`src/rtl/tpp_pkg.sv`:
```
// Shared constants and types of the packet template parser.
package tpp_pkg;

    localparam int MAX_SEGMENTS  = 16;
    localparam int STATIC_BYTES  = 1024;
    localparam int TOTAL_CAP     = 2047;
    localparam int NUM_LIMIT     = 100000;
    localparam int MAX_TOTAL_RST = 1500;

    // Result queue depth; an input word may push two results at once.
    localparam int QDEPTH = 4;
    localparam int QPW    = $clog2(QDEPTH);

    typedef enum logic [2:0] {
        KIND_STATIC    = 3'd0,
        KIND_RANDOM    = 3'd1,
        KIND_LETTERS   = 3'd2,
        KIND_DIGITS    = 3'd3,
        KIND_TIMESTAMP = 3'd4,
        KIND_COUNTER   = 3'd5
    } t_kind;

    typedef struct packed {
        logic        seg_valid;
        t_kind       seg_kind;
        logic [19:0] seg_length;
        logic [9:0]  seg_offset;
        logic        done_res;
        logic        status;
        logic [4:0]  segment_count;
        logic [10:0] total_size;
        logic        end_of_run;
    } t_result;

    typedef struct packed {
        logic seg_v;
        logic sum_v;
    } t_push;

endpackage

```
`src/rtl/tpp_if.sv`:
```
// Handshake channels of the packet template parser.
interface tpp_in_if;
    logic       valid;
    logic       ready;
    logic [7:0] ch;
    logic       last;

    modport source (output valid, output ch, output last, input ready);
    modport sink (input valid, input ch, input last, output ready);
endinterface

interface tpp_out_if;
    logic        valid;
    logic        ready;
    logic        seg_valid;
    logic [2:0]  seg_kind;
    logic [19:0] seg_length;
    logic [9:0]  seg_offset;
    logic        done_res;
    logic        status;
    logic [4:0]  segment_count;
    logic [10:0] total_size;
    logic        end_of_run;

    modport source (output valid, output seg_valid, output seg_kind, output seg_length,
                    output seg_offset, output done_res, output status,
                    output segment_count, output total_size, output end_of_run,
                    input ready);
    modport sink (input valid, input seg_valid, input seg_kind, input seg_length,
                  input seg_offset, input done_res, input status,
                  input segment_count, input total_size, input end_of_run,
                  output ready);
endinterface

interface tpp_cfg_if;
    logic        valid;
    logic        ready;
    logic [10:0] max_total;

    modport source (output valid, output max_total, input ready);
    modport sink (input valid, input max_total, output ready);
endinterface

```
`src/rtl/tpp_parser.sv`:
```
// Character-level template parser: state registers and result generation.
module tpp_parser (
    input  logic             i_clk,
    input  logic             i_rst_n,
    input  logic             i_acc,
    input  logic [7:0]       i_ch,
    input  logic             i_last,
    input  logic             i_cfg_we,
    input  logic [10:0]      i_cfg_data,
    output tpp_pkg::t_push   o_push,
    output tpp_pkg::t_result o_seg,
    output tpp_pkg::t_result o_sum
);
    import tpp_pkg::*;

    typedef enum logic [3:0] {
        PH_OUT  = 4'd0,
        PH_KIND = 4'd1,
        PH_BSP  = 4'd2,
        PH_BX   = 4'd3,
        PH_BHEX = 4'd4,
        PH_RSEL = 4'd5,
        PH_RNUM = 4'd6,
        PH_SKIP = 4'd7,
        PH_ERR  = 4'd8
    } t_phase;

    localparam logic [7:0] CH_NUL = 8'h00;
    localparam logic [7:0] CH_TAB = 8'h09;
    localparam logic [7:0] CH_LF  = 8'h0A;
    localparam logic [7:0] CH_CR  = 8'h0D;
    localparam logic [7:0] CH_SP  = 8'h20;
    localparam logic [7:0] CH_LT  = 8'h3C;
    localparam logic [7:0] CH_GT  = 8'h3E;
    localparam logic [7:0] CH_0   = 8'h30;
    localparam logic [7:0] CH_9   = 8'h39;
    localparam logic [7:0] CH_UA  = 8'h41;
    localparam logic [7:0] CH_UF  = 8'h46;
    localparam logic [7:0] CH_UX  = 8'h58;
    localparam logic [7:0] CH_LA  = 8'h61;
    localparam logic [7:0] CH_B   = 8'h62;
    localparam logic [7:0] CH_C   = 8'h63;
    localparam logic [7:0] CH_D   = 8'h64;
    localparam logic [7:0] CH_LF_ = 8'h66;
    localparam logic [7:0] CH_R   = 8'h72;
    localparam logic [7:0] CH_T   = 8'h74;
    localparam logic [7:0] CH_LX  = 8'h78;

    t_phase      r_phase, n_phase;
    t_kind       r_kind, n_kind;
    logic [19:0] r_num, n_num;
    logic        r_digit, n_digit;
    logic        r_half, n_half;
    logic [10:0] r_tag_bytes, n_tag_bytes;
    logic [4:0]  r_seg_total, n_seg_total;
    logic [10:0] r_bytes_used, n_bytes_used;
    logic [10:0] r_size_sum, n_size_sum;
    logic [10:0] r_max_total;

    logic        ws, dig, hex, closed, bad;
    logic [19:0] clen, num_x10, dval;
    logic [20:0] sum_wide;

    assign ws  = (i_ch == CH_SP) || (i_ch == CH_TAB);
    assign dig = (i_ch >= CH_0) && (i_ch <= CH_9);
    assign hex = dig || ((i_ch >= CH_LA) && (i_ch <= CH_LF_))
                     || ((i_ch >= CH_UA) && (i_ch <= CH_UF));
    assign dval    = 20'(i_ch - CH_0);
    assign num_x10 = (r_num << 3) + (r_num << 1);

    always_comb begin
        n_phase      = r_phase;
        n_kind       = r_kind;
        n_num        = r_num;
        n_digit      = r_digit;
        n_half       = r_half;
        n_tag_bytes  = r_tag_bytes;
        n_seg_total  = r_seg_total;
        n_bytes_used = r_bytes_used;
        n_size_sum   = r_size_sum;
        closed       = 1'b0;
        clen         = '0;
        sum_wide     = '0;
        bad          = 1'b0;
        o_seg        = '0;
        o_sum        = '0;

        if (i_acc && (i_ch != CH_NUL)) begin
            unique case (r_phase)
                PH_OUT: begin
                    if (ws || (i_ch == CH_LF) || (i_ch == CH_CR)) begin
                    end else if ((i_ch != CH_LT) || (r_seg_total >= 5'(MAX_SEGMENTS))) begin
                        n_phase = PH_ERR;
                    end else begin
                        n_phase     = PH_KIND;
                        n_kind      = KIND_STATIC;
                        n_num       = '0;
                        n_digit     = 1'b0;
                        n_half      = 1'b0;
                        n_tag_bytes = '0;
                    end
                end
                PH_KIND: begin
                    priority if (i_ch == CH_B) begin
                        n_kind  = KIND_STATIC;
                        n_phase = PH_BSP;
                    end else if (i_ch == CH_R) begin
                        n_phase = PH_RSEL;
                    end else if (i_ch == CH_T) begin
                        n_kind  = KIND_TIMESTAMP;
                        n_phase = PH_SKIP;
                    end else if (i_ch == CH_C) begin
                        n_kind  = KIND_COUNTER;
                        n_phase = PH_SKIP;
                    end else begin
                        n_phase = PH_ERR;
                    end
                end
                PH_BSP: begin
                    if (ws) begin
                    end else if (i_ch == CH_0) begin
                        n_phase = PH_BX;
                    end else begin
                        n_phase = PH_ERR;
                    end
                end
                PH_BX: begin
                    n_phase = ((i_ch == CH_LX) || (i_ch == CH_UX)) ? PH_BHEX : PH_ERR;
                end
                PH_BHEX: begin
                    priority if (i_ch == CH_GT) begin
                        if (!r_half && (r_tag_bytes != '0)) begin
                            closed = 1'b1;
                            clen   = 20'(r_tag_bytes);
                        end else begin
                            n_phase = PH_ERR;
                        end
                    end else if (!hex) begin
                        n_phase = PH_ERR;
                    end else if (!r_half) begin
                        n_half = 1'b1;
                    end else if (r_bytes_used >= 11'(STATIC_BYTES)) begin
                        n_phase = PH_ERR;
                    end else begin
                        n_bytes_used = r_bytes_used + 11'd1;
                        n_tag_bytes  = r_tag_bytes + 11'd1;
                        n_half       = 1'b0;
                    end
                end
                PH_RSEL: begin
                    priority if (i_ch == CH_C) begin
                        n_kind  = KIND_LETTERS;
                        n_phase = PH_RNUM;
                    end else if (i_ch == CH_D) begin
                        n_kind  = KIND_DIGITS;
                        n_phase = PH_RNUM;
                    end else if (ws) begin
                        n_kind  = KIND_RANDOM;
                        n_phase = PH_RNUM;
                    end else if (dig) begin
                        n_kind  = KIND_RANDOM;
                        n_phase = PH_RNUM;
                        n_num   = dval;
                        n_digit = 1'b1;
                    end else begin
                        n_phase = PH_ERR;
                    end
                end
                PH_RNUM: begin
                    priority if (ws) begin
                        if (r_digit) n_phase = PH_ERR;
                    end else if (dig) begin
                        if (r_num > 20'(NUM_LIMIT)) begin
                            n_phase = PH_ERR;
                        end else begin
                            n_num   = num_x10 + dval;
                            n_digit = 1'b1;
                        end
                    end else if (i_ch == CH_GT) begin
                        if (r_digit && (r_num != '0)) begin
                            closed = 1'b1;
                            clen   = r_num;
                        end else begin
                            n_phase = PH_ERR;
                        end
                    end else begin
                        n_phase = PH_ERR;
                    end
                end
                PH_SKIP: begin
                    if (i_ch == CH_GT) begin
                        closed = 1'b1;
                        clen   = 20'd4;
                    end
                end
                PH_ERR: begin
                end
                default: begin
                end
            endcase
        end

        if (closed) begin
            n_seg_total = r_seg_total + 5'd1;
            sum_wide    = 21'(r_size_sum) + 21'(clen);
            n_size_sum  = (sum_wide > 21'(TOTAL_CAP)) ? 11'(TOTAL_CAP) : sum_wide[10:0];
            n_phase     = PH_OUT;
            o_seg.seg_valid  = 1'b1;
            o_seg.seg_kind   = r_kind;
            o_seg.seg_length = clen;
            o_seg.seg_offset = (r_kind == KIND_STATIC) ? 10'(r_bytes_used - r_tag_bytes) : '0;
            o_seg.end_of_run = !i_last;
        end

        if (i_acc && i_last) begin
            bad = (n_phase != PH_OUT) || (n_seg_total == '0) || (n_size_sum > r_max_total);
            o_sum.done_res      = 1'b1;
            o_sum.status        = bad;
            o_sum.segment_count = n_seg_total;
            o_sum.total_size    = n_size_sum;
            o_sum.end_of_run    = 1'b1;
            // The next template starts from a clean state.
            n_phase      = PH_OUT;
            n_kind       = KIND_STATIC;
            n_num        = '0;
            n_digit      = 1'b0;
            n_half       = 1'b0;
            n_tag_bytes  = '0;
            n_seg_total  = '0;
            n_bytes_used = '0;
            n_size_sum   = '0;
        end

        o_push.seg_v = closed;
        o_push.sum_v = i_acc && i_last;
    end

    always_ff @(posedge i_clk) begin
        if (!i_rst_n) begin
            r_phase      <= PH_OUT;
            r_kind       <= KIND_STATIC;
            r_num        <= '0;
            r_digit      <= 1'b0;
            r_half       <= 1'b0;
            r_tag_bytes  <= '0;
            r_seg_total  <= '0;
            r_bytes_used <= '0;
            r_size_sum   <= '0;
            r_max_total  <= 11'(MAX_TOTAL_RST);
        end else begin
            r_phase      <= n_phase;
            r_kind       <= n_kind;
            r_num        <= n_num;
            r_digit      <= n_digit;
            r_half       <= n_half;
            r_tag_bytes  <= n_tag_bytes;
            r_seg_total  <= n_seg_total;
            r_bytes_used <= n_bytes_used;
            r_size_sum   <= n_size_sum;
            if (i_cfg_we) r_max_total <= i_cfg_data;
        end
    end

    a_last_clears: assert property (@(posedge i_clk) disable iff (!i_rst_n)
        (i_acc && i_last) |=> (r_phase == PH_OUT) && (r_seg_total == '0) && (r_size_sum == '0))
        else $error("template state not cleared after final word");

    a_seg_bound: assert property (@(posedge i_clk) disable iff (!i_rst_n)
        r_seg_total <= 5'(MAX_SEGMENTS))
        else $error("segment count beyond limit");

    a_store_bound: assert property (@(posedge i_clk) disable iff (!i_rst_n)
        (r_bytes_used <= 11'(STATIC_BYTES)) && (r_tag_bytes <= r_bytes_used))
        else $error("static byte counters inconsistent");

    a_close_outside: assert property (@(posedge i_clk) disable iff (!i_rst_n)
        o_push.seg_v |=> (r_phase == PH_OUT))
        else $error("closed tag did not return to outside phase");

endmodule

```
`src/rtl/tpp_outq.sv`:
```
// Small result queue that decouples the parser from the output channel.
module tpp_outq (
    input  logic             i_clk,
    input  logic             i_rst_n,
    input  tpp_pkg::t_push   i_push,
    input  tpp_pkg::t_result i_seg,
    input  tpp_pkg::t_result i_sum,
    output logic             o_space,
    tpp_out_if.source        o_out
);
    import tpp_pkg::*;

    t_result        r_mem [QDEPTH];
    logic [QPW-1:0] r_wr, n_wr, r_rd, n_rd;
    logic [QPW:0]   r_count, n_count;
    logic [QPW:0]   npush;
    logic           pop;
    logic [QPW-1:0] sum_addr;
    t_result        head;

    assign head    = r_mem[r_rd];
    assign pop     = o_out.valid && o_out.ready;
    assign npush   = (QPW+1)'(i_push.seg_v) + (QPW+1)'(i_push.sum_v);
    // Room for the worst case of two results from the next word.
    assign o_space = r_count <= (QPW+1)'(QDEPTH - 2);
    assign sum_addr = i_push.seg_v ? r_wr + 1'b1 : r_wr;

    assign n_wr    = r_wr + npush[QPW-1:0];
    assign n_rd    = pop ? r_rd + 1'b1 : r_rd;
    assign n_count = r_count + npush - (QPW+1)'(pop);

    assign o_out.valid         = r_count != '0;
    assign o_out.seg_valid     = head.seg_valid;
    assign o_out.seg_kind      = head.seg_kind;
    assign o_out.seg_length    = head.seg_length;
    assign o_out.seg_offset    = head.seg_offset;
    assign o_out.done_res      = head.done_res;
    assign o_out.status        = head.status;
    assign o_out.segment_count = head.segment_count;
    assign o_out.total_size    = head.total_size;
    assign o_out.end_of_run    = head.end_of_run;

    always_ff @(posedge i_clk) begin
        if (!i_rst_n) begin
            r_wr    <= '0;
            r_rd    <= '0;
            r_count <= '0;
        end else begin
            r_wr    <= n_wr;
            r_rd    <= n_rd;
            r_count <= n_count;
        end
    end

    always_ff @(posedge i_clk) begin
        if (i_push.seg_v) r_mem[r_wr] <= i_seg;
        if (i_push.sum_v) r_mem[sum_addr] <= i_sum;
    end

    a_no_overflow: assert property (@(posedge i_clk) disable iff (!i_rst_n)
        (r_count + npush) <= (QPW+1)'(QDEPTH))
        else $error("result queue overflow");

    // The pointer difference wraps at the pointer width; a full queue has equal pointers.
    a_count_track: assert property (@(posedge i_clk) disable iff (!i_rst_n)
        (r_count[QPW-1:0] == QPW'(r_wr - r_rd)) && (r_count <= (QPW+1)'(QDEPTH)))
        else $error("queue count disagrees with pointers");

    a_pop_nonempty: assert property (@(posedge i_clk) disable iff (!i_rst_n)
        (pop && !(|npush) && r_count == (QPW+1)'(1)) |=> !o_out.valid)
        else $error("queue not empty after last word taken");

endmodule

```
`src/rtl/packet_template_parser.sv`:
```
// Top level of the packet template parser.
// A result word is written into the result queue when the character that causes it is accepted.
// Throughput: one character per cycle while the result queue has room; the output
// channel moves one word per cycle, so a final character that closes a tag pushes two
// words at once, absorbed by the four-entry result queue.
// Reset: synchronous, active low; clears parser state and queue, max_total returns to 1500.
module packet_template_parser (
    input  logic      i_clk,
    input  logic      i_rst_n,
    tpp_in_if.sink    i_in,
    tpp_cfg_if.sink   i_cfg,
    tpp_out_if.source o_out
);
    import tpp_pkg::*;

    t_push   push;
    t_result seg_res, sum_res;
    logic    space;
    logic    acc;

    assign i_in.ready  = space;
    assign i_cfg.ready = 1'b1;
    assign acc         = i_in.valid && i_in.ready;

    tpp_parser u_parser (
        .i_clk      (i_clk),
        .i_rst_n    (i_rst_n),
        .i_acc      (acc),
        .i_ch       (i_in.ch),
        .i_last     (i_in.last),
        .i_cfg_we   (i_cfg.valid),
        .i_cfg_data (i_cfg.max_total),
        .o_push     (push),
        .o_seg      (seg_res),
        .o_sum      (sum_res)
    );

    tpp_outq u_outq (
        .i_clk   (i_clk),
        .i_rst_n (i_rst_n),
        .i_push  (push),
        .i_seg   (seg_res),
        .i_sum   (sum_res),
        .o_space (space),
        .o_out   (o_out)
    );

endmodule

```
`src/flat_wrapper.sv`:
```
// flat-port wrapper written by rule: the top's interface ports become plain ports
module packet_template_parser_flat import tpp_pkg::*;
  (i_clk, i_rst_n, i_in_valid, i_in_ch, i_in_last, i_in_ready, i_cfg_valid, i_cfg_max_total, i_cfg_ready, o_out_valid, o_out_seg_valid, o_out_seg_kind, o_out_seg_length, o_out_seg_offset, o_out_done_res, o_out_status, o_out_segment_count, o_out_total_size, o_out_end_of_run, o_out_ready);
  tpp_in_if i_in_i ();
  tpp_cfg_if i_cfg_i ();
  tpp_out_if o_out_i ();
  input  logic i_clk;
  input  logic i_rst_n;
  input wire logic [$bits(i_in_i.valid)-1:0] i_in_valid;
  input wire logic [$bits(i_in_i.ch)-1:0] i_in_ch;
  input wire logic [$bits(i_in_i.last)-1:0] i_in_last;
  output wire logic [$bits(i_in_i.ready)-1:0] i_in_ready;
  input wire logic [$bits(i_cfg_i.valid)-1:0] i_cfg_valid;
  input wire logic [$bits(i_cfg_i.max_total)-1:0] i_cfg_max_total;
  output wire logic [$bits(i_cfg_i.ready)-1:0] i_cfg_ready;
  output wire logic [$bits(o_out_i.valid)-1:0] o_out_valid;
  output wire logic [$bits(o_out_i.seg_valid)-1:0] o_out_seg_valid;
  output wire logic [$bits(o_out_i.seg_kind)-1:0] o_out_seg_kind;
  output wire logic [$bits(o_out_i.seg_length)-1:0] o_out_seg_length;
  output wire logic [$bits(o_out_i.seg_offset)-1:0] o_out_seg_offset;
  output wire logic [$bits(o_out_i.done_res)-1:0] o_out_done_res;
  output wire logic [$bits(o_out_i.status)-1:0] o_out_status;
  output wire logic [$bits(o_out_i.segment_count)-1:0] o_out_segment_count;
  output wire logic [$bits(o_out_i.total_size)-1:0] o_out_total_size;
  output wire logic [$bits(o_out_i.end_of_run)-1:0] o_out_end_of_run;
  input wire logic [$bits(o_out_i.ready)-1:0] o_out_ready;
  assign i_in_i.valid = i_in_valid;
  assign i_in_i.ch = i_in_ch;
  assign i_in_i.last = i_in_last;
  assign i_in_ready = i_in_i.ready;
  assign i_cfg_i.valid = i_cfg_valid;
  assign i_cfg_i.max_total = i_cfg_max_total;
  assign i_cfg_ready = i_cfg_i.ready;
  assign o_out_valid = o_out_i.valid;
  assign o_out_seg_valid = o_out_i.seg_valid;
  assign o_out_seg_kind = o_out_i.seg_kind;
  assign o_out_seg_length = o_out_i.seg_length;
  assign o_out_seg_offset = o_out_i.seg_offset;
  assign o_out_done_res = o_out_i.done_res;
  assign o_out_status = o_out_i.status;
  assign o_out_segment_count = o_out_i.segment_count;
  assign o_out_total_size = o_out_i.total_size;
  assign o_out_end_of_run = o_out_i.end_of_run;
  assign o_out_i.ready = o_out_ready;
  packet_template_parser u_core (.i_clk(i_clk), .i_rst_n(i_rst_n), .i_in(i_in_i), .i_cfg(i_cfg_i), .o_out(o_out_i));
endmodule
```
`config.mk`:
```
export PLATFORM = sky130hd
export DESIGN_NAME = packet_template_parser_flat
export DESIGN_NICKNAME = d
export VERILOG_FILES = /design/src/rtl/tpp_pkg.sv /design/src/rtl/tpp_if.sv /design/src/rtl/tpp_parser.sv /design/src/rtl/tpp_outq.sv /design/src/rtl/packet_template_parser.sv /design/src/flat_wrapper.sv
export SDC_FILE = /design/constraint.sdc
export NUM_CORES = 1
export LEC_CHECK = 0
export ABC_AREA = 0
export BUFFER_PORTS_ARGS = -buffer_cell sky130_fd_sc_hd__buf_2
export CAP_MARGIN = 10
export CORE_MARGIN = 2
export CORE_UTILIZATION = 30
export CTS_BUF_LIST = sky130_fd_sc_hd__clkbuf_4 sky130_fd_sc_hd__clkbuf_8 sky130_fd_sc_hd__clkbuf_16
export CTS_CLUSTER_SIZE = 25
export DETAILED_ROUTE_END_ITERATION = 12
export PLACE_DENSITY = 0.45
export SYNTH_ARGS = -nofsm -noshare
export SYNTH_HDL_FRONTEND = slang
export SYNTH_SLANG_ARGS = --single-unit
```
`constraint.sdc`:
```
create_clock -name i_clk -period 6.8 [get_ports i_clk]
set_input_delay 1.02 -clock i_clk [delete_from_list [all_inputs] [get_ports i_clk]]
set_output_delay 1.02 -clock i_clk [all_outputs]
set_load 0.02 [all_outputs]
```
# After elaboration in Yosys (flattened, before gate mapping)
# Memory sizes are Yosys's and may differ from the RTL's. A register that Yosys moved wholly into a read port is not among the register bits.
# Cells that the tools add are included.
# word_totals
word_cells	219
n_memories	1
out_inout_bits	56
regBits	85
ram_bits	212
inputBits	25
# memory_table
memory	words	word_bits	read_ports	rd_ports_with_merged_regs	write_ports	line_no	text
u_core.u_outq.r_mem	4	53	1	1	2	tpp_outq.sv:13	t_result r_mem [QDEPTH];
# classes
add_sub_neg	14
magnitude_cmp	12
n_eq_ne	37
mux	102
bitwise_logic	3
reduce_logical	37
# ops
operator	n
$mux W20	14
$pmux W20 S3	2
$mux W11	10
$mux W4	26
$eq A8 B7 Y1 const B	7
$add A20 B20 Y20	2
$mux W34	1
$mux W3	11
$pmux W4 S7	1
$mux W1	26
$ne A2 B2 Y1 const B	13
$eq A8 B4 Y1 const B	3
$eq A8 B6 Y1 const B	3
$add A11 B1 Y11 const B	2
$pmux W11 S2	1
$add A11 B20 Y21	1
$gt A21 B11 Y1 const B	1
$gt A20 B17 Y1 const B	1
$reduce_bool A20 Y1	1
$mux W19	1
$eq A4 B3 Y1 const B	4
$ge A8 B7 Y1 const B	2
$le A8 B7 Y1 const B	2
$reduce_and A6 Y1	2
other kinds (42)	68

# Longest topological paths before layout
# Gate-level depths: netlist (run 1).
# logic_depth
word_depth	15
ltp_mapped	30
ltp_nobuf	27

# Modules after synthesis
# A second synthesis (run 1) with hierarchy kept.
# hier_totals
hier_cells	1551
hier_area_um2	18725.5
# by_module_without_submodules
module	seq_area_each_um2	cells_per_inst	area_each_um2	n_inst
tpp_outq	6546.3	573	10993.0	1
tpp_parser	1561.5	975	7714.9	1
packet_template_parser	0.0	3	17.5	1

# Worst setup path after synthesis (run 1)
# OpenSTA, ideal clock, no wires.
# synth_timing
path_type	input to register
from	input port i_in_ch[4]
to	memory u_core.u_outq.r_mem[0][17] in the netlist's numbering (data pin)
n_path_buf	3
setup_slack_ns	-0.005
t_required_ns	6.532
arrival_ns	6.537
path_stages	29
path_cell_list	ha_1 > buf_2 > nor3b_1 > nand2_1 > nor4_1 > clkbuf_1 > a22o_1 > and2_1 > ha_1 > a211oi_1 > nor2_1 > o211ai_1 > a21oi_1 > and4_1 > a211oi_1 > o211ai_2 > a21oi_4 > buf_6 > a21oi_1 > ha_1 > nor2b_1 > o21a_1 > o21a_1 > o21ai_0 > a221oi_1 > a211oi_1 > a41oi_1 > nor4_2 > a21oi_1
# synth_rtl
item	line_no	text
start: declaration	flat_wrapper.sv:10	input wire logic [$bits(i_in_i.ch)-1:0] i_in_ch;
end: declaration	tpp_outq.sv:13	

==> impl_metrics.csv, run 1 <==
group,metric,value,unit
setup_path,crit_top_cell,"a21oi_1",
power_and_ir_drop,power_density,268,nW/um2
setup_path,reg2reg_slack,0.64,ns
setup_path,critPathLaunch,"i_in_ch[4]",
global_route,grt_pass1_vias,13410,
timing,relSlewSlack,21.1,%
logic_synthesis,ys.flop_type,"dfxtp_1",
detailed_routing,vias,13414,
detailed_routing,wl_met3,1810,um
cts,cts_resized,0,
die,die_w,237,um
finish,final_nets,1993,
die,rows,85,
power_and_ir_drop,p_leak,7.04,nW
logic_synthesis,synth-seq-area-share,41.5,%
detailed_routing,routedWlPerCell,19.9,um
cts,worstSkewPairLatency,0.55,ns
timing,period_minus_slack,6.34,ns
timing,rsz0062_at_grt,"false",
logic_synthesis,yosysMostFrequentCell,"nand2_1",
global_route,grt_max_degree,54,
logic_synthesis,synth_top_cell_area_share,27.5,%
detailed_routing,wl_met1,23700,um
timing,hold_violations,0,
timing,setup_tns,0,ns
cts,clock_path_buffers,3,
timing,worst_pin_slew,1.18,ns
setup_path,crit_slowest_cell,"fa_1",
timing,drv_slew,0,
finish,antenna_cells,0,
detailed_routing,firstDrtPassIters,5,
setup_path,endpoint_kind,"flop",
timing,timing.final.crit_share,93.3,%
cts,cts.reportedPaths.clkPinSlew,0.06,ns
setup_path,cp-endpoint,"u_core.u_outq.r_mem[2][17]",
detailed_routing,drc,0,
cts,cts_buffers,34,
place,port_buffers,79,
die,die_h,237,um
power_and_ir_drop,finalPower,0.00507,W
cts,clock-sinks,299,
setup_path,worst-path-max-fanout,6,
die,fp.dieArea,56100,um2
place,hpwl,35800,um
run,drv_cap,0,
power_and_ir_drop,ir_drop,0.143,mV
place,place_congestion,0.847,
logic_synthesis,yosysWarnings,0,
setup_path,r2r-start,"u_core.u_parser.r_num[3]",
cts,cts-root-buf,"clkbuf_16",
logic_synthesis,synthesis.nets,1897,
logic_synthesis,synth_cell_types,79,
logic_synthesis,netlist_area,16300,um2
logic_synthesis,synth_top_area_cell,"dfxtp_1",
setup_path,r2r_cells,29,
timing,finalSetupViolCount,0,
die,pin_count,81,
die,initial_core_util,30.3,%
setup_path,cp.arrival,6.58,ns
timing,max_freq,0.158,GHz
finish,area_growth,16.5,%
logic_synthesis,synth_common_cells,"nand2_1 (302), dfxtp_1 (223), a21oi_1 (204), nor2_1 (143), clkbuf_1 (82)",
setup_path,max_stage_delay,0.40,ns
detailed_routing,ant_nets,0,
setup_path,critPathLaunchType,"input pin",
cts,post_cts_buffers,0,
global_route,grt_antenna_before_repair,1,
detailed_routing,wl_met2,24500,um
detailed_routing,top_layer_used,"met4",
cts,cts_max_level,2,
detailed_routing,routed_wl,51700,um
cts,cts_tree,"built",
finish,design_area,19000,um2
global_route,grt_pass1_wl,80200,um
die,core_area,53700,um2
hold_path,min_from,"u_core.u_outq.r_mem[3][20]",
outcome,status,"completed",
hold_path,hold_class,"flop to flop",
place,place_area,17700,um2
setup_path,path_class,"input pin to flop",
setup_path,crit_required,7.04,ns
logic_synthesis,synthTopCellsByArea,"dfxtp_1 (27%), edfxtp_1 (14%), mux4_2 (7.3%)",
logic_synthesis,syn_area_per_cell,9.12,um2
logic_synthesis,netlist_instances,1784,
finish,utilization,35.3,%
logic_synthesis,ys_ff_latch,299,
logic_synthesis,synth_edf_count,76,
detailed_routing,avgViaCountPerCell,5.16,
finish,drive_gt1_share,16.6,%
global_route,overflow,0,
timing,timing.clock.skew,0.0254,ns
global_route,grt_use_total,18.4,%
cts,hold_buffers,0,
detailed_routing,drt-initial-drc-count,786,
logic_synthesis,async_flop_share,0,%
setup_path,rr_endpoint,"u_core.u_outq.r_mem[2][17]",
-- how the worst min path moves through the flow --
stage	cells past startpoint	slack, ns	end
final	2	0.45	u_core.u_outq.r_mem[3][20]
after global routing	2	0.46	u_core.u_outq.r_mem[3][30]
after CTS	2	0.45	u_core.u_outq.r_mem[3][20]
after detailed placement	2	0.44	u_core.u_outq.r_mem[3][20]
after global placement	2	0.43	u_core.u_outq.r_mem[1][20]
after floorplan	2	0.43	u_core.u_outq.r_mem[2][49]
-- cells by family after synthesis --
kind of cell / count (synthesis) / share of synthesized area [%]
simple gates: 686 / 19.3
flops: 299 / 41.5
compound gates: 412 / 15.7
mux: 62 / 7.89
other cells: 1 / 0.0231
buf+inv: 175 / 4.55
xor+xnor: 61 / 3.29
fa+ha+maj: 88 / 7.69
-- flip-flops by register name (all words and copies together) (netlist names), named ones only --
name,count
u_core.u_parser.r_max_total,11
u_core.u_parser.r_num,20
u_core.u_outq.r_count,3
u_core.u_outq.r_rd,2
u_core.u_parser.r_kind,3
u_core.u_parser.r_digit,1
u_core.u_outq.r_wr,2
u_core.u_parser.r_tag_bytes,11
u_core.u_parser.r_seg_total,5
u_core.u_parser.r_half,1
u_core.u_parser.r_phase,4
u_core.u_parser.r_bytes_used,11
u_core.u_outq.r_mem,212
u_core.u_parser.r_size_sum,11
-- power breakdown --
part	switching (W)	leakage, nW	internal (W)
Combinational	0.000668	3.95	0.000456
Sequential	0.000102	2.50	0.00189
Clock	0.000768	0.599	0.00119
-- critical path: cells and delay by family --
kind	cells	cell delay, ns
adders and majority gates	4	1.15
buffers and inverters	4	0.58
and+or+nand+nor	7	1.40
AOI/OAI and AO/OA	16	2.45
-- cell usage in the layout (no fill, tap or decap), types with 16 or more instances in the layout --
cell,Yosys,routed
nor2b_1,16,16
nand3_1,58,58
ha_1,68,68
buf_2,16,79
inv_1,58,58
xnor2_1,41,41
nor2_1,143,143
a21oi_1,204,204
nor3_1,36,36
nand2_1,302,302
edfxtp_1,76,76
o21ai_0,45,43
fa_1,20,20
a211oi_1,64,64
and2_1,33,33
buf_4,1,93
clkbuf_16,0,34
mux4_2,53,53
dfxtp_1,223,221
xor2_1,20,20
-- layout make-up --
type / instances / area [um2]
clock inverters: 10 / 200
flip-flops and latches: 299 / 6750
repair buffers: 172 / 1090
well taps: 696 / 871
multi-input cells: 1310 / 8800
clock buffers: 51 / 1000
fillers: 5391 / 34800
inverters: 63 / 236
-- per-layer routing --
| layer | GRT usage (%) | vias to the layer above |
|---|---|---|
| li1 | - | 6537 |
| met3 | 2.11 | 74 |
| met4 | 6.52 | 0 |
| met2 | 31.0 | 263 |
| met1 | 24.4 | 6540 |
| met5 | 0 | - |
-- through the flow --
stage	hold WS (ns)	setup slack, ns	cells
floorplan	0.429	0.0753	1784
global placement	0.435	0.0611	2540
detailed placement	0.442	-0.0502	2540
CTS	0.448	0.489	2601
global route	0.461	0.0925	2601
finish	0.448	0.455	2601
No activity file was read; power rests on OpenSTA's default activity.
==> inputs of run 2 (changes only) <==
--- a/config.mk
+++ b/config.mk
@@ -10,3 +10,3 @@
 export CAP_MARGIN = 10
-export CORE_MARGIN = 2
+export CORE_MARGIN = 8
 export CORE_UTILIZATION = 30
@@ -15,2 +15,3 @@
 export DETAILED_ROUTE_END_ITERATION = 12
+export HOLD_SLACK_MARGIN = 0.08
 export PLACE_DENSITY = 0.45
==> constraint.sdc (replaced) <==
create_clock -name i_clk -period 6.8 [get_ports i_clk]
set_input_delay 0 -clock i_clk [delete_from_list [all_inputs] [get_ports i_clk]]
set_output_delay 0 -clock i_clk [all_outputs]
set_load 0.02 [all_outputs]
==> impl_metrics.csv, run 2 (synthesis results as in run 1) <==
group,metric,value,unit
outcome,status,"completed",
hold_path,holdPathEnd,"u_core.u_parser.r_bytes_used[2]",
setup_path,rr_endpoint,"u_core.u_outq.r_mem[2][17]",
finish,area_growth,16.5,%
detailed_routing,avgViaCountPerCell,5.18,
setup_path,cp.arrival,6.56,ns
finish,final_common_cell,"nand2_1",
timing,timing.final.crit_share,92.9,%
timing,drv_slew,0,
setup_path,reg2reg_slack,0.48,ns
cts,post_cts_buffers,0,
setup_path,max_stage_delay,0.53,ns
cts,worstSkewPairLatency,0.55,ns
setup_path,worst-path-max-fanout,30,
run,drv_cap,0,
cts,cts_max_level,2,
global_route,grt_pass1_wl,81300,um
die,rows,85,
power_and_ir_drop,p_leak,6.89,nW
finish,seq_area,6750,um2
finish,antenna_cells,0,
detailed_routing,drc,0,
cts,clock-sinks,299,
power_and_ir_drop,ir_drop,0.149,mV
finish,final_cell_mix,"nand2_1 (302), dfxtp_1 (221), a21oi_1 (203)",
timing,relSlewSlack,24.7,%
detailed_routing,firstDrtPassIters,5,
die,core_area,53700,um2
finish,largest_reg_flops,212,
detailed_routing,routedWlPerCell,20.0,um
timing,setup_tns,0,ns
global_route,grt_antenna_before_repair,0,
timing,timing.clock.skew,0.0299,ns
global_route,grt_use_total,16.3,%
timing,max_freq,0.158,GHz
timing,finalSetupViolCount,0,
detailed_routing,drt-initial-drc-count,693,
detailed_routing,routed_wl,51800,um
setup_path,r2r_cells,27,
global_route,grt_pass1_vias,13576,
hold_path,hold_class,"input pin to flop",
cts,cts_tree,"built",
setup_path,critPathLaunchType,"flop",
cts,clock_path_buffers,3,
cts,cts.reportedPaths.clkPinSlew,0.06,ns
die,pin_count,81,
global_route,overflow,0,
setup_path,endpoint_kind,"flop",
power_and_ir_drop,power_density,264,nW/um2
setup_path,crit_top_cell,"a21oi_1",
finish,top_register,"u_core.u_outq.r_mem",
place,hpwl,35600,um
finish,reg_top3,"u_core.u_outq.r_mem: 212 flops, u_core.u_parser.r_num: 20 flops",
setup_path,r2r-start,"u_core.u_parser.r_num[2]",
global_route,grt_max_degree,54,
setup_path,crit_slowest_cell,"or4_1",
timing,period_minus_slack,6.32,ns
finish,multi_input_area,8820,um2
cts,cts_buffers,35,
timing,rsz0062_at_grt,"false",
setup_path,crit_required,7.04,ns
die,die_h,249,um
timing,holdWs,0.141,ns
cts,cts-root-buf,"clkbuf_16",
finish,fill_cells,5467,
die,initial_core_util,30.3,%
finish,final_nets,1983,
finish,drive_gt1_share,14.1,%
place,port_buffers,79,
setup_path,path_class,"flop to flop",
place,place_congestion,0.860,
hold_path,min_from,"i_in_valid",
die,fp.dieArea,61900,um2
die,die_w,249,um
hold_path,hold_depth,6,
detailed_routing,ant_nets,0,
timing,worst_pin_slew,1.12,ns
detailed_routing,vias,13421,
timing,hold_violations,0,
## run 2: cell types whose count changed in the layout (fill, tap and decap cells not counted), sizes merged
cell,before,now
clkinv,6,10
dlygate4sd3,0,41
buf,172,120
bufinv,4,2
clkbuf,51,49
## run 2: what timing repair did
item,CTS,global route
setup endpoints to repair,0,4
hold endpoints to repair,29,0
hold buffers,41,0
resized for setup,0,7
## run 2: worst max-delay path, delay by kind of cell (launching register included)
family | cells | cell delay [ns]
simple gates | 6 | 1.81
flops | 1 | 0.30
compound gates | 16 | 2.54
fa+ha+maj | 3 | 0.97
buf+inv | 2 | 0.42
## run 2: area by class of cell
type / count / area share [%]
Clock inverter: 12 / 0.786
Sequential cell: 299 / 35.6
Inverter: 63 / 1.25
Timing Repair Buffer: 161 / 5.92
Tap cell: 696 / 4.60
Clock buffer: 49 / 5.28
Multi-Input combinational cell: 1310 / 46.6
## run 2: stage by stage
| step | setup slack, ns | cells | power, W | instance area [um2] | utilization, % |
|---|---|---|---|---|---|
| 2_1_floorplan | 0.702 | 1784 | 0.00280 | 16300 | - |
| 3_3_place_gp | 0.349 | 2488 | 0.00316 | 17400 | 32.3 |
| 3_5_place_dp | 0.183 | 2488 | 0.00316 | 17400 | 32.3 |
| 4_1_cts | 0.212 | 2590 | 0.00507 | 18900 | 35.2 |
| 5_1_grt | 0.0168 | 2590 | 0.00526 | 18900 | 35.3 |
| 6_report | 0.480 | 2590 | 0.00500 | 18900 | 35.3 |
## run 2: report_power, final
group / switching, W / internal (W) / total [W] / leakage [nW]
registers: 0.0000855 / 0.00189 / 0.00198 / 2.47
logic: 0.000685 / 0.000463 / 0.00115 / 3.84
clock network: 0.000766 / 0.00111 / 0.00188 / 0.580
total: 0.00154 / 0.00347 / 0.00500 / 6.89
## run 2: worst max path at each step
stage                             startpoint                    endpoint  slack (ns)  cells after the start
floorplan           u_core.u_parser.r_num[2]  u_core.u_outq.r_mem[0][17]        0.70                     28
global placement                  i_in_ch[4]  u_core.u_outq.r_mem[3][17]        0.35                     28
detailed placement                i_in_ch[4]  u_core.u_outq.r_mem[2][17]        0.18                     28
CTS                               i_in_ch[4]  u_core.u_outq.r_mem[2][17]        0.21                     29
global route        u_core.u_parser.r_num[2]  u_core.u_outq.r_mem[3][17]        0.02                     27
finish              u_core.u_parser.r_num[2]  u_core.u_outq.r_mem[2][17]        0.48                     27
## run 2: metal layers
layer	share of wire [%]	GRT usage, %
met1	45	20.4
met2	49	28.8
met3	3.6	2.14
met4	3.2	5.55
met5	0	0
==> inputs of run 3 (changes only) <==
- ABC_AREA: 0 -> 1
- ABC_CLOCK_PERIOD_IN_PS: unset -> 6800
==> impl_metrics.csv, run 3 <==
group,metric,value,unit
logic_synthesis,synth_top_cell_area_share,26.6,%
run,drv_cap,0,
setup_path,crit_top_cell,"nand2_1",
die,fp.dieArea,63700,um2
finish,final_nets,2446,
global_route,gr-usage-met2,31.4,%
global_route,top_usage_layer,"met2",
detailed_routing,vias,15382,
cts,worstSkewPairLatency,0.55,ns
logic_synthesis,synth_top_area_cell,"dfxtp_1",
timing,drv_slew,0,
global_route,grt_max_degree,78,
logic_synthesis,ys_ff_latch,299,
setup_path,crit_required,7.10,ns
place,port_buffers,79,
cts,cts_buffers,36,
global_route,met1_usage,22.7,%
cts,cts-root-buf,"clkbuf_16",
place,place_congestion,0.891,
cts,clock_path_buffers,3,
setup_path,crit_slowest_cell,"nor3_1",
finish,reg_top3,"u_core.u_outq.r_mem: 212 flops, u_core.u_parser.r_num: 20 flops",
logic_synthesis,async_flop_share,0,%
die,die_w,252,um
finish,largest_reg_flops,212,
logic_synthesis,synth_edf_count,76,
die,core_area,55200,um2
die,initial_core_util,30.4,%
finish,utilization,35.4,%
timing,period_minus_slack,6.24,ns
setup_path,endpoint_kind,"flop",
cts,cts.reportedPaths.clkPinSlew,0.06,ns
detailed_routing,routed_wl,58300,um
logic_synthesis,ys.flop_type,"dfxtp_1",
finish,final_cell_mix,"nand2_1 (390), nor2_1 (348), dfxtp_1 (222)",
detailed_routing,routedWlPerCell,18.7,um
logic_synthesis,netlist_area,16800,um2
cts,clock-sinks,299,
setup_path,path_class,"flop to flop",
timing,worst_pin_slew,1.28,ns
global_route,grt_antenna_before_repair,1,
finish,top_register,"u_core.u_outq.r_mem",
timing,hold_violations,0,
setup_path,max_stage_delay,0.43,ns
global_route,grt_pass1_wl,91000,um
place,place_area,17900,um2
finish,final_common_cell,"nand2_1",
detailed_routing,drt-initial-drc-count,933,
place,hpwl,40500,um
power_and_ir_drop,power_density,274,nW/um2
outcome,status,"completed",
setup_path,worst-path-max-fanout,11,
die,rows,86,
logic_synthesis,synth_cell_types,57,
timing,max_freq,0.160,GHz
power_and_ir_drop,ir_drop,0.123,mV
logic_synthesis,yosysWarnings,0,
logic_synthesis,synth-seq-area-share,40.2,%
finish,area_growth,16.4,%
detailed_routing,avgViaCountPerCell,4.95,
setup_path,critPathLaunchType,"flop",
timing,rsz0062_at_grt,"false",
timing,relSlewSlack,14.9,%
finish,fill_cells,5874,
hold_path,hold_class,"input pin to flop",
cts,cts_max_level,2,
logic_synthesis,synth_common_cells,"nand2_1 (390), nor2_1 (349), dfxtp_1 (223), inv_1 (218), o21ai_0 (214)",
global_route,overflow,0,
timing,timing.final.crit_share,91.7,%
finish,design_area,19500,um2
detailed_routing,drc,0,
global_route,use_met3,2.98,%
die,die_h,252,um
logic_synthesis,synthesis.nets,2352,
timing,timing.clock.skew,0.0202,ns
die,pin_count,81,
logic_synthesis,netlist_instances,2239,
detailed_routing,firstDrtPassIters,6,
setup_path,cp.arrival,6.54,ns
global_route,grt_use_total,18.1,%
global_route,grt_pass1_vias,15323,
logic_synthesis,syn_area_per_cell,7.49,um2
timing,setup_tns,0,ns
timing,finalSetupViolCount,0,
logic_synthesis,yosysMostFrequentCell,"nand2_1",
cts,cts_tree,"built",
detailed_routing,ant_nets,0,
logic_synthesis,synthTopCellsByArea,"dfxtp_1 (27%), edfxtp_1 (14%), nand2_1 (8.7%)",
power_and_ir_drop,p_leak,8.20,nW
finish,drive_gt1_share,11.1,%
-- run 3: changes by cell type in the layout (fill, tap and decap cells not counted), sizes merged, moves of 53 or more --
| cell | delta |
|---|---|
| inv | +169 |
| mux4 | -53 |
| nand2 | +103 |
| nor2 | +233 |
| o21ai | +174 |
| o22ai | +61 |
-- run 3: logic make-up after synthesis --
| family | count (synthesis) | synth area share, % |
|---|---|---|
| other | 1 | 0.0224 |
| AO/OA/AOI/OAI | 536 | 17.5 |
| AND/OR/NAND/NOR | 958 | 25.3 |
| adder cells (fa/ha/maj) | 88 | 7.46 |
| buffers and inverters | 325 | 7.71 |
| XOR/XNOR | 32 | 1.72 |
| flip-flops | 299 | 40.2 |
-- run 3: critical path: cells and delay by family, from the launching register on --
family,cells,cell delay (ns)
buffers and inverters,7,0.93
and+or+nand+nor,20,2.94
adders and majority gates,2,0.63
DFF,1,0.32
AOI/OAI and AO/OA,5,1.16
-- run 3: area by class of cell --
type / instances / area, um2 / share of cell area (%)
clock inverters: 12 / 128 / 0.654
flip-flops and latches: 299 / 6750 / 34.6
inverters: 234 / 878 / 4.50
clock buffers: 53 / 1090 / 5.59
diodes: 2 / 5.00 / 0.0256
repair buffers: 147 / 1000 / 5.14
well taps: 748 / 936 / 4.80
multi-input cells: 1615 / 8730 / 44.7
-- run 3: report_power, final --
part / leakage, nW / switching [W] / internal, W
clock network: 0.615 / 0.000802 / 0.00119
registers: 2.51 / 0.0000919 / 0.00189
logic: 5.07 / 0.000958 / 0.000415
-- run 3: final timing paths --
| kind | startpoint | end | slack [ns] | cells past startpoint |
|---|---|---|---|---|
| min reg2reg | u_core.u_outq.r_mem[1][24] | u_core.u_outq.r_mem[1][24] | 0.45 | 2 |
| min | i_in_ch[4] | u_core.u_parser.r_num[4] | 0.16 | 4 |
| max reg2reg | u_core.u_parser.r_phase[3] | u_core.u_outq.r_mem[0][17] | 0.56 | 34 |
| max | u_core.u_parser.r_phase[3] | u_core.u_outq.r_mem[0][17] | 0.56 | 34 |
-- run 3: stage by stage --
| step | instances | power [W] | worst slack [ns] | hold WS (ns) |
|---|---|---|---|---|
| 2_1_floorplan | 2239 | 0.00292 | 1.81 | 0.122 |
| 3_3_place_gp | 3002 | 0.00339 | 0.610 | 0.229 |
| 3_5_place_dp | 3002 | 0.00340 | 0.497 | 0.237 |
| 4_1_cts | 3106 | 0.00542 | 0.460 | 0.138 |
| 5_1_grt | 3108 | 0.00565 | 0.0823 | 0.221 |
| 6_report | 3110 | 0.00535 | 0.561 | 0.164 |
-- run 3: per-layer routing --
layer,part of all wire (%),up-vias
li1,-,7656
met4,2.9,0
met3,4.6,85
met1,44,7310
met5,0,-
met2,48,331
-- run 3: timing repair --
item | in CTS | in global routing
gates resized for setup | 0 | 1
buffers inserted | 0 | 2
endpoints found under the hold margin | 28 | 0
hold buffers | 39 | 0
endpoints found under the setup margin | 0 | 4
